<file path="config.mk">
export PLATFORM = sky130hd
export DESIGN_NAME = stable_sorted_priority_queue_unit
export DESIGN_NICKNAME = d
export VERILOG_FILES = /design/src/sv/spq_pkg.sv /design/src/sv/spq_cell.sv /design/src/sv/stable_sorted_priority_queue_unit.sv
export SDC_FILE = /design/constraint.sdc
export NUM_CORES = 1
export LEC_CHECK = 0
export BUFFER_PORTS_ARGS = -buffer_cell sky130_fd_sc_hd__buf_2
export CAP_MARGIN = 10
export CORE_MARGIN = 2
export CORE_UTILIZATION = 57
export DETAILED_ROUTE_END_ITERATION = 12
export GPL_TIMING_DRIVEN = 1
export HOLD_SLACK_MARGIN = 0.06
export PLACE_DENSITY = 0.77
export SLEW_MARGIN = 20
export SYNTH_ARGS = -nofsm -noshare
export SYNTH_HDL_FRONTEND = slang
export SYNTH_SLANG_ARGS = --single-unit
</file>
<file path="constraint.sdc">
create_clock -name clk -period 5.3 [get_ports clk]
set_input_delay 1.06 -clock clk [delete_from_list [all_inputs] [get_ports clk]]
set_output_delay 1.06 -clock clk [all_outputs]
set_load 0.03 [all_outputs]
</file>
<file path="src/sv/spq_pkg.sv">
// ----------------------------------------------------------------------------
// spq_pkg - shared types for the stable sorted priority queue
// Entry layout, operation and status codes, and the control bundle that the
// top level broadcasts to every cell of the chain.
// ----------------------------------------------------------------------------
`default_nettype none

package spq_pkg;

  localparam int PRIO_W = 8;
  localparam int PAY_W  = 8;
  localparam int DUR_W  = 16;
  localparam int OCC_W  = 5;

  // operation codes
  localparam logic FUNC_INSERT = 1'b0;
  localparam logic FUNC_REMOVE = 1'b1;

  typedef enum logic [1:0] {
    STATUS_OK    = 2'd0,
    STATUS_FULL  = 2'd1,
    STATUS_EMPTY = 2'd2
  } status_t;

  typedef struct packed {
    logic [PRIO_W-1:0] prio;
    logic [PAY_W-1:0]  payload;
    logic [DUR_W-1:0]  duration;
  } entry_t;

  // broadcast to every cell in the cycle of a transfer
  typedef struct packed {
    logic   insert;
    logic   remove;
    entry_t new_entry;
  } cell_ctrl_t;

endpackage

`default_nettype wire

</file>
<file path="src/sv/spq_cell.sv">
// ----------------------------------------------------------------------------
// spq_cell - one slot of the sorted chain
// Holds one entry; on insert it holds, loads the new entry or takes its left
// neighbor's; on remove it takes its right neighbor's entry.
// ----------------------------------------------------------------------------
`default_nettype none

module spq_cell (
  input  wire                      clk,
  input  wire spq_pkg::cell_ctrl_t ctrl,
  input  wire                      occupied,
  input  wire                      left_gt,
  input  wire spq_pkg::entry_t     left_entry,
  input  wire spq_pkg::entry_t     right_entry,
  output logic                     gt,
  output spq_pkg::entry_t          entry
);

  spq_pkg::entry_t entry_next;

  // an empty slot counts as greater, so a new entry that no stored entry exceeds lands behind all stored ones
  assign gt = !occupied || (entry.prio > ctrl.new_entry.prio);

  always_comb begin
    entry_next = entry;
    if (ctrl.remove) begin
      entry_next = right_entry;
    end else if (ctrl.insert && gt) begin
      entry_next = left_gt ? left_entry : ctrl.new_entry;
    end
  end

  always_ff @(posedge clk) begin
    entry <= entry_next;
  end

endmodule

`default_nettype wire

</file>
<file path="src/sv/stable_sorted_priority_queue_unit.sv">
// ----------------------------------------------------------------------------
// stable_sorted_priority_queue_unit - bounded sorted queue with stable ties
// Chain of QUEUE_DEPTH cells kept in ascending priority order; insert and
// remove-head commands, one status result per command.
// ----------------------------------------------------------------------------
// Each input transfer is one command: insert (func = insert) places the entry
// behind every stored entry of equal or lower priority value, so lower values
// leave first and equal values leave in arrival order; remove pops the head.
// Every command yields exactly one result transfer carrying the status (ok,
// full with the insert dropped, or empty with nothing removed), the removed
// entry when there is one, and the count after the command. One command is
// taken per clock unless a waiting result is not taken: every cell compares
// its priority with the new one in parallel and the chain shifts by one place.
// The result register shows each result in the cycle after its command is
// taken; a command is taken while a result waits if that result is taken in
// the same cycle. No clearing pass follows reset: the fill count alone marks
// the filled cells. Occupancy reports the count modulo 32 for depths above 31.
// ----------------------------------------------------------------------------
`default_nettype none

module stable_sorted_priority_queue_unit #(
  parameter int QUEUE_DEPTH = 16
) (
  input  wire         clk,
  input  wire         rst,
  // command channel
  input  wire         in_valid,
  output logic        in_ready,
  input  wire         func,
  input  wire  [7:0]  priority_req,
  input  wire  [7:0]  payload,
  input  wire  [15:0] duration,
  // result channel
  output logic        res_valid,
  input  wire         res_ready,
  output logic [1:0]  status,
  output logic        out_valid,
  output logic [7:0]  out_priority,
  output logic [7:0]  out_payload,
  output logic [15:0] out_duration,
  output logic [4:0]  occupancy,
  output logic        is_empty
);

  localparam int CNT_W = $clog2(QUEUE_DEPTH + 1);
  localparam int EXT_W = (CNT_W > spq_pkg::OCC_W) ? CNT_W : spq_pkg::OCC_W;

  logic [CNT_W-1:0] count;
  logic [CNT_W-1:0] count_next;

  logic             xfer_in;
  logic             is_full;
  logic             is_none;
  logic             do_insert;
  logic             do_remove;

  spq_pkg::cell_ctrl_t ctrl;
  spq_pkg::entry_t     cell_entry [QUEUE_DEPTH];
  logic [QUEUE_DEPTH-1:0] cell_gt;
  logic [QUEUE_DEPTH-1:0] cell_occ;

  spq_pkg::status_t status_next;
  logic [EXT_W-1:0] count_ext;

  // result register frees up when its transfer completes
  assign in_ready = !res_valid || res_ready;
  assign xfer_in  = in_valid && in_ready;

  assign is_full   = (count >= CNT_W'(QUEUE_DEPTH));
  assign is_none   = (count == '0);
  assign do_insert = xfer_in && (func == spq_pkg::FUNC_INSERT) && !is_full;
  assign do_remove = xfer_in && (func == spq_pkg::FUNC_REMOVE) && !is_none;

  always_comb begin
    ctrl.insert             = do_insert;
    ctrl.remove             = do_remove;
    ctrl.new_entry.prio     = priority_req;
    ctrl.new_entry.payload  = payload;
    ctrl.new_entry.duration = duration;
  end

  // build the chain: each cell sees its left neighbor for insert shifts and
  // its right neighbor for remove shifts; the ends see nothing useful
  for (genvar i = 0; i < QUEUE_DEPTH; i++) begin : g_cell
    spq_pkg::entry_t left_e;
    spq_pkg::entry_t right_e;
    logic            left_g;

    assign cell_occ[i] = (CNT_W'(i) < count);

    if (i == 0) begin : g_head
      assign left_g = 1'b0;
      assign left_e = '0;
    end else begin : g_mid
      assign left_g = cell_gt[i-1];
      assign left_e = cell_entry[i-1];
    end

    if (i == QUEUE_DEPTH - 1) begin : g_tail
      assign right_e = '0;
    end else begin : g_body
      assign right_e = cell_entry[i+1];
    end

    spq_cell u_cell (
      .clk         (clk),
      .ctrl        (ctrl),
      .occupied    (cell_occ[i]),
      .left_gt     (left_g),
      .left_entry  (left_e),
      .right_entry (right_e),
      .gt          (cell_gt[i]),
      .entry       (cell_entry[i])
    );
  end

  // advance the fill count
  always_comb begin
    count_next = count;
    if (do_insert) begin
      count_next = count + CNT_W'(1);
    end else if (do_remove) begin
      count_next = count - CNT_W'(1);
    end
  end

  always_comb begin
    status_next = spq_pkg::STATUS_OK;
    if (func == spq_pkg::FUNC_INSERT) begin
      if (is_full) begin
        status_next = spq_pkg::STATUS_FULL;
      end
    end else if (is_none) begin
      status_next = spq_pkg::STATUS_EMPTY;
    end
  end

  assign count_ext = EXT_W'(count_next);

  always_ff @(posedge clk) begin
    if (rst) begin
      count     <= '0;
      res_valid <= 1'b0;
    end else begin
      count <= count_next;
      if (xfer_in) begin
        res_valid <= 1'b1;
      end else if (res_ready) begin
        res_valid <= 1'b0;
      end
    end
  end

  // capture the result of the accepted command; hold it otherwise
  always_ff @(posedge clk) begin
    if (xfer_in) begin
      status       <= status_next;
      out_valid    <= do_remove;
      out_priority <= do_remove ? cell_entry[0].prio : '0;
      out_payload  <= do_remove ? cell_entry[0].payload : '0;
      out_duration <= do_remove ? cell_entry[0].duration : '0;
      occupancy    <= count_ext[spq_pkg::OCC_W-1:0];
      is_empty     <= (count_next == '0);
    end
  end

endmodule

`default_nettype wire
</file>
==> results_dict.tcl, run 1 <==
set metrics [dict create \
    outcome "finished, final reports clean" \
    crit_family "simple AND/OR/NAND/NOR gates" \
    path_buf_inv 2 \
    synth.most_common_cell "edfxtp_1" \
    ys.flop_type "edfxtp_1" \
    hold_path_class "reg -> reg" \
    syn_area_um2 30700 \
    clock-sinks 559 \
    power_density_nw_per_um2 449 \
    avgSynthCellArea_um2 10.3 \
    root_buffer "clkbuf_16" \
    rows 85 \
    routedWlPerCell_um 22.6 \
    crit_path_end_kind "flop" \
    path_max_fanout 176 \
    coreArea_um2 53500 \
    ir_worst_vdd_mv 0.408 \
    ys_warn_count 0 \
    slowest_delay_ns 0.58 \
    max-slew-margin-rel 0.288 \
    hold_slack_ns 0.513 \
    grt_first_pass_wirelength_um 130000 \
    cpMaxStageDelayCell "buf_12" \
    hold_viol_final 0 \
    vias 24200 \
    min_period_ns 3.59 \
    wl_um 82400 \
    placed_area_um2 31400 \
    utilization 0.625 \
    setup_viol_count_final 0 \
    design_area_um2 33400 \
    tritoncts "built" \
    tightest_slew_ns 1.07 \
    clock_path_buffers 3 \
    synth_area_leader_cell "edfxtp_1" \
    dp_hpwl_um 55700 \
    syn_to_final_growth_pct 8.94 \
    ys_top_cells_by_area "edfxtp_1, mux2i_1, ha_1, nand2_1, a21oi_1" \
    arrival_ns 4.07 \
    grt_pass1_vias 23300 \
    vias_per_cell 6.63 \
    ctsHoldBuffers 0 \
    rsz0062_at_grt "false" \
    synth_enable_flop_cells 521 \
    path_clk_slew_ns 0.06 \
    tns_ns 0 \
    grt-ovfl-total 0 \
    fin_nets 3062 \
    cts_buffers 58 \
    syn_nets 3139 \
    drc 0 \
    drt_iter0_drc 3408 \
    slew_viol_final 0 \
    cts_resized 0 \
    cts_max_level 2 \
    fin_crit_sh 0.677 \
    ant_nets 0 \
    num_io_pins 80 \
    worstSetupStartpointType "flop" \
    port_buffers 79 \
    die_y_um 236 \
    cp.required_ns 5.78 \
    finClkSkew_ns 0.0279 \
    seq_area_frac_synth 0.535 \
    dieArea_um2 55700 \
    maxCapViolCount 0 \
    die_w_um 236 \
    crit_type "reg -> reg" \
    clk_latency_ns 0.65 \
    path_cells "inv_1, ha_1, nand2b_4, o31a_4, nand2_8, buf_12, nand2_1, o211ai_1" \
    synth_cells 2978 \
    pre_cts_ws_ns 1.23 \
    p_leak_nw 12.5 \
    firstDrtPassIters 8 \
    grt_max_degree 177 \
    synthArstFlopShare 0 \
    gp_congestion 0.885 \
    ys_ff_latch 559 \
    drive_gt1_frac 0.0884 \
    cts_setup_buffers 0 \
    fin_ws_ns 1.71 \
    synth.distinct_cells 54 \
    max_freq_mhz 279 \
    antenna_found_initial 5 \
    grtUsageTotal 0.290 \
    synth_common_cells "edfxtp_1, nand2_1, nor2_1" \
    start_util 0.574 \
    yosys.area.top_type_share 0.510 \
]
-- worst register-to-register path, stage by stage, from the launching register on --
cell and delay [ns]:
dfxtp_1 0.49, inv_1 0.21, ha_1 0.26, nand2b_4 0.08, o31a_4 0.43, nand2_8 0.45
buf_12 0.64, nand2_1 0.57, o211ai_1 0.28
-- per-stage QoR --
step                      power [W]  cells
after floorplan             0.00946   2978
after global placement       0.0103   3537
after detailed placement     0.0106   3537
after CTS                    0.0149   3647
after global routing         0.0157   3651
final                        0.0150   3651
-- per-layer routing --
metal | vias up | global-route usage | routed length, µm
met5 | - | 0 | 0
met4 | 0 | 0.0681 | 1350
met3 | 120 | 0.0642 | 10300
met2 | 1501 | 0.435 | 36100
met1 | 11600 | 0.430 | 34700
li1 | 11000 | - | -
-- sequential cells by signal, indices dropped and copies added (netlist names) --
| register | cells |
|---|---|
| g_cell.u_cell.entry | 512 |
| out_duration | 16 |
| out_payload | 8 |
| out_priority | 8 |
| count | 5 |
| occupancy | 5 |
| status | 2 |
| is_empty | 1 |
| out_valid | 1 |
| res_valid | 1 |
-- where the power goes --
| part | internal [W] | switching (W) | leakage (nW) | total [W] |
|---|---|---|---|---|
| sequential | 0.00617 | 0.000553 | 5.24 | 0.00672 |
| clock | 0.00259 | 0.00181 | 1.01 | 0.00440 |
| combinational | 0.00136 | 0.00251 | 6.26 | 0.00387 |
-- cell usage in the layout (no fill, tap or decap), types with 48 or more instances in the layout --
cell and count:
a21oi_1 268, a31oi_1 129, buf_2 79, clkbuf_16 60, edfxtp_1 521, ha_1 124, mux2i_1 224, nand2_1 382
nand3_1 101, nand4_1 93, nor2_1 272, o211ai_1 172, o21ai_0 161, o21ai_1 48
-- cell families after synthesis --
group                    after synthesis  synth area share
AND/OR/NAND/NOR                      926             0.132
AO/OA/AOI/OAI                        842             0.164
flip-flops                           559             0.535
buffers and inverters                302            0.0453
multiplexers                         224            0.0731
adder cells (fa/ha/maj)              124            0.0506
XOR/XNOR                               1          0.000286
-- final cells by class --
cell class,instances,area (µm²)
repair buffers,134,908
well taps,696,871
clock inverters,33,442
diodes,4,10.0
inverters,31,124
fillers,4150,20100
clock buffers,77,1620
multi-input cells,2117,13100
flip-flops and latches,559,16400
-- worst paths after layout --
check	from	to	slack, ns	cells past startpoint
worst min register to register	g_cell[15].u_cell.entry[13]	g_cell[15].u_cell.entry[13]	0.51	2
worst min-delay path	g_cell[15].u_cell.entry[13]	g_cell[15].u_cell.entry[13]	0.51	2
worst max-delay path	count[1]	g_cell[11].u_cell.entry[7]	1.71	8
worst max register to register	count[1]	g_cell[11].u_cell.entry[7]	1.71	8
Note: power is estimated with default switching activity, not from simulation.
==> run 2: changes to the inputs <==
==> constraint.sdc (replaced) <==
create_clock -name clk -period 2.9 [get_ports clk]
set_input_delay 0.58 -clock clk [delete_from_list [all_inputs] [get_ports clk]]
set_output_delay 0.58 -clock clk [all_outputs]
set_load 0.03 [all_outputs]
==> results_dict.tcl, run 2 (synthesis results as in run 1) <==
set metrics [dict create \
    outcome "finished, final reports clean" \
    clock_path_buffers 3 \
    finClkSkew_ns 0.0224 \
    setup_viol_count_final 0 \
    drive_gt1_frac 0.118 \
    maxCapViolCount 0 \
    die_y_um 236 \
    coreArea_um2 53500 \
    antenna_found_initial 3 \
    drt_iter0_drc 3022 \
    tritoncts "built" \
    fin_nets 3148 \
    cp.required_ns 3.36 \
    gp_congestion 0.889 \
    tns_ns 0 \
    die_w_um 236 \
    max-slew-margin-rel 0.356 \
    rows 85 \
    num_io_pins 80 \
    grt-ovfl-total 0 \
    routed.top_layer "met4" \
    crit_path_end_kind "flop" \
    wl_um 83400 \
    hold_path_class "in -> reg" \
    met2_length_um 37700 \
    largest_register_ffs 512 \
    grt_pass1_vias 23800 \
    path_max_fanout 74 \
    final_cell_mix "edfxtp_1, nand2_1, nor2_1, a21oi_1, mux2i_1" \
    p_leak_nw 13.0 \
    ir_worst_vdd_mv 0.738 \
    slew_viol_final 0 \
    cts_buffers 57 \
    path_clk_slew_ns 0.06 \
    fin_ws_ns 0.341 \
    crit_type "reg -> reg" \
    start_util 0.574 \
    grt_first_pass_wirelength_um 131000 \
    final_common_cell "edfxtp_1" \
    hold_viol_final 0 \
    ant_nets 0 \
    tightest_slew_ns 0.962 \
    wl_met1_um 35400 \
    design_area_um2 34300 \
    rsz0062_at_grt "false" \
    vias_per_cell 6.59 \
    ctsHoldBuffers 0 \
    root_buffer "clkbuf_16" \
    cts_setup_buffers 0 \
    syn_to_final_growth_pct 11.9 \
    min_period_ns 2.56 \
    wl_met3_um 8400 \
    pre_cts_ws_ns -0.0381 \
    grtUsageTotal 0.292 \
    fin_crit_sh 0.882 \
    cts_max_level 2 \
    dp_hpwl_um 58200 \
    routedWlPerCell_um 22.3 \
    clk_latency_ns 0.64 \
    worstSetupStartpointType "flop" \
    port_buffers 79 \
    top_register "g_cell.u_cell.entry" \
    cts_resized 0 \
    dieArea_um2 55700 \
    vias 24600 \
    placed_area_um2 32500 \
    max_freq_mhz 391 \
    firstDrtPassIters 7 \
    arrival_ns 3.02 \
    power_density_nw_per_um2 793 \
    largest_registers "g_cell.u_cell.entry x512, out_duration x16" \
    clock-sinks 559 \
    grt_max_degree 90 \
    drc 0 \
]
## run 2: cell types whose count changed in the layout (fill, tap and decap cells not counted), moves of 3 or more
cell and change:
buf_4 +56, buf_12 +31, nand2_1 -11, nand2_4 +9, inv_1 -7, inv_2 +7
clkinv_1 +6, clkbuf_8 -5, bufinv_16 -3, clkbuf_16 -3
## run 2: worst paths after layout
kind                                 endpoint  slack, ns  cells after the start                   startpoint
setup / recovery  g_cell[14].u_cell.entry[22]       0.34                      9                     count[0]
hold / removal                       count[0]       0.18                      2                          rst
setup reg to reg  g_cell[14].u_cell.entry[22]       0.34                      9                     count[0]
hold reg to reg   g_cell[15].u_cell.entry[16]       0.52                      2  g_cell[15].u_cell.entry[16]
## run 2: area by class of cell
| class | count | area, µm² |
|---|---|---|
| fillers | 4047 | 19200 |
| flip-flops and latches | 559 | 16400 |
| multi-input cells | 2117 | 13100 |
| repair buffers | 221 | 1950 |
| clock buffers | 70 | 1480 |
| well taps | 696 | 871 |
| clock inverters | 37 | 374 |
| inverters | 31 | 124 |
| diodes | 3 | 7.51 |
## run 2: per-stage QoR
stage               utilization  std cells  hold slack, ns  total power [W]
global placement          0.607       3624           0.485           0.0193
floorplan                     -       2978           0.475           0.0173
finish                    0.642       3734           0.181           0.0272
detailed placement        0.607       3624           0.503           0.0197
global route              0.642       3734           0.174           0.0284
CTS                       0.642       3731           0.162           0.0271
## run 2: critical path: stages, from the launching register on
cell,delay (ns)
dfxtp_1,0.39
inv_1,0.19
ha_1,0.25
nand2b_4,0.08
o31a_4,0.31
nand2_8,0.22
buf_12,0.28
buf_12,0.32
nor2_1,0.09
a21oi_1,0.17
## run 2: per-layer routing
layer,vias to the layer above,global-route usage
met3,144,0.0536
met4,0,0.0859
li1,11200,-
met2,1400,0.446
met5,-,0
met1,11900,0.427
## run 2: report_power, final
group	switching [W]	total, W	internal, W
registers	0.000996	0.0123	0.0113
clock network	0.00322	0.00739	0.00417
logic	0.00469	0.00756	0.00288
total	0.00891	0.0272	0.0183
